`config.mk`:
```
export PLATFORM = sky130hd
export DESIGN_NAME = epom_list
export DESIGN_NICKNAME = d
export VERILOG_FILES = /design/src/rtl/assert_macros.svh /design/src/rtl/epom_pkg.sv /design/src/rtl/epom_cell.sv /design/src/rtl/epom_list.sv
export SDC_FILE = /design/constraint.sdc
export NUM_CORES = 2
export LEC_CHECK = 0
export BUFFER_PORTS_ARGS = -buffer_cell sky130_fd_sc_hd__buf_2
export CELL_PAD_IN_SITES_DETAIL_PLACEMENT = 0
export CELL_PAD_IN_SITES_GLOBAL_PLACEMENT = 1
export CORE_MARGIN = 2
export CORE_UTILIZATION = 45
export DETAILED_ROUTE_END_ITERATION = 12
export PLACE_DENSITY_LB_ADDON = 0.1
export SETUP_SLACK_MARGIN = 0.3
export SLEW_MARGIN = 20
export SYNTH_ARGS = -nofsm -noshare
export SYNTH_HDL_FRONTEND = slang
export SYNTH_SLANG_ARGS = --single-unit
```
`constraint.sdc`:
```
create_clock -name clk -period 10 [get_ports clk]
set_input_delay 1 -clock clk [delete_from_list [all_inputs] [get_ports clk]]
set_output_delay 1 -clock clk [all_outputs]
set_load 0.05 [all_outputs]
```
`src/rtl/assert_macros.svh`:
```
// Assertion helpers for the files that check their own logic (the top module).
`ifndef ASSERT_MACROS_SVH
`define ASSERT_MACROS_SVH

// Checked at every rising edge while out of reset.
`define EPOM_ASSERT(label, prop, msg) \
    label: assert property (@(posedge clk) disable iff (!rst_n) prop) else $error(msg);

// Checked at every rising edge, reset included.
`define EPOM_ASSERT_ALWAYS(label, prop, msg) \
    label: assert property (@(posedge clk) prop) else $error(msg);

`endif

```
`src/rtl/epom_pkg.sv`:
```
`default_nettype none
package epom_pkg;

    localparam int DEF_LIST_DEPTH = 32;
    localparam int DEF_PRICE_BITS = 20;

    localparam int QTY_W     = 16;
    localparam int CLIENT_W  = 10;
    localparam int ID_W      = 31;
    localparam int KIND_W    = 3;
    localparam int CODE_W    = 11;
    localparam int NUM_LISTS = 4;

    localparam logic [1:0] REQ_ADD    = 2'd0;
    localparam logic [1:0] REQ_CANCEL = 2'd1;
    localparam logic [1:0] REQ_DETACH = 2'd2;

    localparam logic [KIND_W-1:0] RES_FILL      = 3'd0;
    localparam logic [KIND_W-1:0] RES_RESTED    = 3'd1;
    localparam logic [KIND_W-1:0] RES_FILLED    = 3'd2;
    localparam logic [KIND_W-1:0] RES_REJECTED  = 3'd3;
    localparam logic [KIND_W-1:0] RES_CANCELLED = 3'd4;
    localparam logic [KIND_W-1:0] RES_NOT_FOUND = 3'd5;
    localparam logic [KIND_W-1:0] RES_DETACHED  = 3'd6;

    localparam logic [CODE_W-1:0] DETACHED_CODE = 11'h7FF;

    // Control broadcast from the sequencer to one row of cells.
    typedef struct packed {
        logic                shift;
        logic                wr_en;
        logic                detach;
        logic [CLIENT_W-1:0] det_client;
    } list_ctrl_t;

endpackage
`default_nettype wire

```
`src/rtl/epom_cell.sv`:
```
`default_nettype none
module epom_cell #(
    parameter int PRICE_BITS = epom_pkg::DEF_PRICE_BITS,
    parameter int EW = PRICE_BITS + epom_pkg::QTY_W + epom_pkg::CLIENT_W + 1 + epom_pkg::ID_W
) (
    input  wire logic                clk,
    input  wire epom_pkg::list_ctrl_t ctrl,
    input  wire logic                wr_sel,
    input  wire logic [EW-1:0]       wr_entry,
    input  wire logic [EW-1:0]       nxt_entry,
    output logic [EW-1:0]            entry
);
    import epom_pkg::*;

    typedef struct packed {
        logic [PRICE_BITS-1:0] price;
        logic [QTY_W-1:0]      qty;
        logic [CLIENT_W-1:0]   client;
        logic                  detached;
        logic [ID_W-1:0]       id;
    } entry_t;

    entry_t entry_reg;
    entry_t entry_next;

    always_comb
    begin
        entry_next = entry_reg;
        if (wr_sel)
        begin
            entry_next = entry_t'(wr_entry);
        end
        else if (ctrl.shift)
        begin
            entry_next = entry_t'(nxt_entry);
        end
        else if (ctrl.detach && (entry_reg.client == ctrl.det_client))
        begin
            entry_next.detached = 1'b1;
        end
    end

    always_ff @(posedge clk)
    begin
        entry_reg <= entry_next;
    end

    assign entry = entry_reg;

endmodule
`default_nettype wire

```
`src/rtl/epom_list.sv`:
```
`default_nettype none
module epom_list #(
    parameter int LIST_DEPTH = epom_pkg::DEF_LIST_DEPTH,
    parameter int PRICE_BITS = epom_pkg::DEF_PRICE_BITS,
    parameter int IDX_W = $clog2(LIST_DEPTH),
    parameter int EW = PRICE_BITS + epom_pkg::QTY_W + epom_pkg::CLIENT_W + 1 + epom_pkg::ID_W
) (
    input  wire logic                 clk,
    input  wire epom_pkg::list_ctrl_t ctrl,
    input  wire logic [IDX_W-1:0]     wr_pos,
    input  wire logic [EW-1:0]        wr_entry,
    output logic [EW-1:0]             head
);
    import epom_pkg::*;

    logic [EW-1:0] cell_q [LIST_DEPTH];

    // Every shift moves the row one place towards the head; the entry that
    // leaves the head may be written back at the end of the live part.
    for (genvar i = 0; i < LIST_DEPTH; i++)
    begin : g_cell
        logic [EW-1:0] nxt;
        logic          sel;

        if (i == LIST_DEPTH - 1)
        begin : g_last
            assign nxt = '0;
        end
        else
        begin : g_mid
            assign nxt = cell_q[i+1];
        end

        assign sel = ctrl.wr_en && (wr_pos == IDX_W'(i));

        epom_cell #(
            .PRICE_BITS (PRICE_BITS),
            .EW         (EW)
        ) u_cell (
            .clk       (clk),
            .ctrl      (ctrl),
            .wr_sel    (sel),
            .wr_entry  (wr_entry),
            .nxt_entry (nxt),
            .entry     (cell_q[i])
        );
    end

    assign head = cell_q[0];

endmodule
`default_nettype wire

```
==> flow_summary.json <==
{
  "ys_seq_area_frac": 0.684,
  "yosys.area.top_type_share": 0.684,
  "synth_flop_cell": "edfxtp_1",
  "hpwl_mm": 132,
  "grt_start_max_net_pins": 82,
  "timing.fmax_ghz": 0.290,
  "multi_input_area_um2": 32400,
  "core_area_um2": 243000,
  "synth_fa_ha_area_frac": 0,
  "ios": 175,
  "std_cell_rows": 181,
  "detail_route.vias_per_cell": 5.32,
  "worstPathRequired_ps": 10630,
  "area_growth_pct": 10.7,
  "path_delay_family": "simple AND/OR/NAND/NOR gates",
  "synth_compound_area_frac": 0.00467,
  "synth-seq-cells": 2496,
  "skew_ps": 38.4,
  "portBuffers": 174,
  "r2r_cells": 3,
  "die_area_um2": 247000,
  "cts_resized": 0,
  "grt_pass1_vias": 54800,
  "hold_viol_final": 0,
  "hold_depth": 1,
  "status": "complete, no violations",
  "maxCapViolCount": 0,
  "drc": 0,
  "tritoncts": "yes",
  "postCtsHoldBufs": 0,
  "power_density_nw_per_um2": 194,
  "grt.overflow.total": 0,
  "fin_crit_ps": 3440,
  "synth_edf_count": 2496,
  "slowest_delay_ps": 940,
  "dpl_worst_slack_ps": 5590,
  "postPlaceCellArea_um2": 113000,
  "critical_path_cell_count": 5,
  "crit_type": "input port to flip-flop",
  "cp.arrival_ps": 4070,
  "relSlewSlack": 0.269,
  "nNetsFinal": 6210,
  "fin_tns_setup_ps": 0,
  "synthMuxAreaShare": 0.247,
  "crit_slowest_cell": "nor2_4",
  "clock_path_buffers": 4,
  "synth_area_leaders": "edfxtp_1 (68%), mux2_2 (25%), xnor2_1 (2.0%)",
  "rsz0062_at_grt": "false",
  "startpoint_type": "input port",
  "initial_core_util": 0.451,
  "root_buffer": "clkbuf_16",
  "netlist_instances": 6137,
  "synth_xor_xnor_area_share": 0.0256,
  "fill_cells": 19800,
  "yosys_warnings": 0,
  "clock_latency_ps": 900,
  "ant_nets": 0,
  "cts_buffers": 289,
  "syn_nets": 6234,
  "critPathBufInv": 2,
  "worst_pin_slew_ps": 1100,
  "die_width_um": 497,
  "synth_top_family_by_area": "multiplexers",
  "synth-simple-area-share": 0.0147,
  "first_iter_violations": 2874,
  "grt.total_usage": 0.172,
  "grt_pass1_wl_mm": 336,
  "drive_gt1_frac": 0.488,
  "vias": 50600,
  "h-tree-depth": 5,
  "hold_class": "flip-flop to flip-flop",
  "critPathCaptureType": "flip-flop",
  "vdd_drop_max_v": 0.000162,
  "wl_per_cell_um": 22.3,
  "slew_violations": 0,
  "r2r_setup_slack_ps": 8390,
  "clk_pin_slew_ps": 50,
  "cp_max_fo": 49,
  "setup_violations": 0,
  "synth_area_um2": 110000,
  "place_congestion": 0.727,
  "synth_area_per_cell_um2": 17.9,
  "synth_area_leader_cell": "edfxtp_1",
  "fin_area_um2": 121000,
  "wl_mm": 212,
  "antenna_found_initial": 21,
  "largest_reg_flops": 2496,
  "cts_setup_buffers": 0,
  "synth_cell_types": 39,
  "dr.pass1.iters": 5,
  "regArea_um2": 75000,
  "clock_sinks": 2496,
  "p_leak_nw": 41.2,
  "die_height_um": 497,
  "setup_ws_ps": 6560,
  "cp_cell_sequence": "buf_2 > nand4b_1 > nor2_4 > buf_4 > mux2_2",
  "synthArstFlopShare": 0,
  "fin_crit_sh": 0.344
}
[final cells by class]
type | count | area share
well taps | 3202 | 0.0330
flip-flops and latches | 2496 | 0.618
inverters | 19 | 0.00106
multi-input cells | 3057 | 0.267
clock buffers | 371 | 0.0635
repair buffers | 250 | 0.0125
diodes | 3 | 0.0000619
clock inverters | 109 | 0.00529
[worst paths after layout]
check,end,startpoint
max,g_cell[23].u_cell.entry[49]$_DFFE_PP_,wr_pos[3]
min,g_cell[23].u_cell.entry[17]$_DFFE_PP_,g_cell[24].u_cell.entry[17]$_DFFE_PP_
max reg2reg,g_cell[30].u_cell.entry[31]$_DFFE_PP_,g_cell[30].u_cell.entry[37]$_DFFE_PP_
min reg2reg,g_cell[23].u_cell.entry[17]$_DFFE_PP_,g_cell[24].u_cell.entry[17]$_DFFE_PP_
[where the power goes]
part / internal (mW) / total, mW / switching, mW
clock: 5.55 / 9.54 / 3.99
combinational: 0.618 / 1.47 / 0.852
sequential: 12.3 / 12.5 / 0.176
[synth_stat cells, types with 11 or more instances]
| cell | number |
|---|---|
| nand4_1 | 44 |
| inv_1 | 19 |
| buf_4 | 28 |
| mux2_2 | 2399 |
| buf_2 | 214 |
| or3_1 | 11 |
| a31o_2 | 11 |
| buf_1 | 27 |
| and3_1 | 77 |
| edfxtp_1 | 2496 |
| a21oi_1 | 18 |
| nand3_1 | 22 |
| clkbuf_1 | 291 |
| xnor2_1 | 250 |
| nand2b_1 | 21 |
| o31a_1 | 12 |
| nand2_1 | 21 |
| xor2_1 | 70 |
| o31ai_1 | 18 |
| and4_1 | 11 |
[metal layers]
metal / track usage / up-vias / part of all wire
li1: - / 23700 / -
met1: 0.249 / 25900 / 0.49
met2: 0.272 / 730 / 0.46
met3: 0.0277 / 304 / 0.033
met4: 0.0395 / 0 / 0.018
met5: 0 / - / 0
[stage by stage]
step	total power, mW	hold WS, ps	util	instances
finish	23.5	526	0.500	9507
global route	24.4	539	0.500	9507
CTS	23.8	523	0.499	9502
global placement	14.2	510	0.465	9019
detailed placement	14.2	517	0.465	9022
floorplan	13.8	501	-	6137
[logic make-up (layout without fill, tap and decap cells)]
kind of cell	count (synthesis)	count (layout)
and+or+nand+nor	258	258
buffers and inverters	584	749
other	0	3
xor gates and xnor gates	320	320
muxes	2406	2406
AOI/OAI and AO/OA	73	73
DFF	2496	2496
[cell usage in the layout, fill, tap and decap left out, drive strengths merged]
cell,instances
a21oi,18
a31o,11
and2,1
and3,77
and4,11
and4b,3
and4bb,3
buf,250
bufinv,6
clkbuf,371
clkinv,97
clkinvlp,2
diode,3
edfxtp,2496
inv,23
mux2,2406
nand2,24
nand2b,21
nand3,22
nand3b,1
nand4,45
nand4b,3
nor2,12
nor2b,2
nor3,11
nor4,10
nor4b,1
o21ai,10
o311ai,4
o31a,12
o31ai,18
or3,11
xnor2,250
xor2,70
Power figures use the tool's default switching activity.
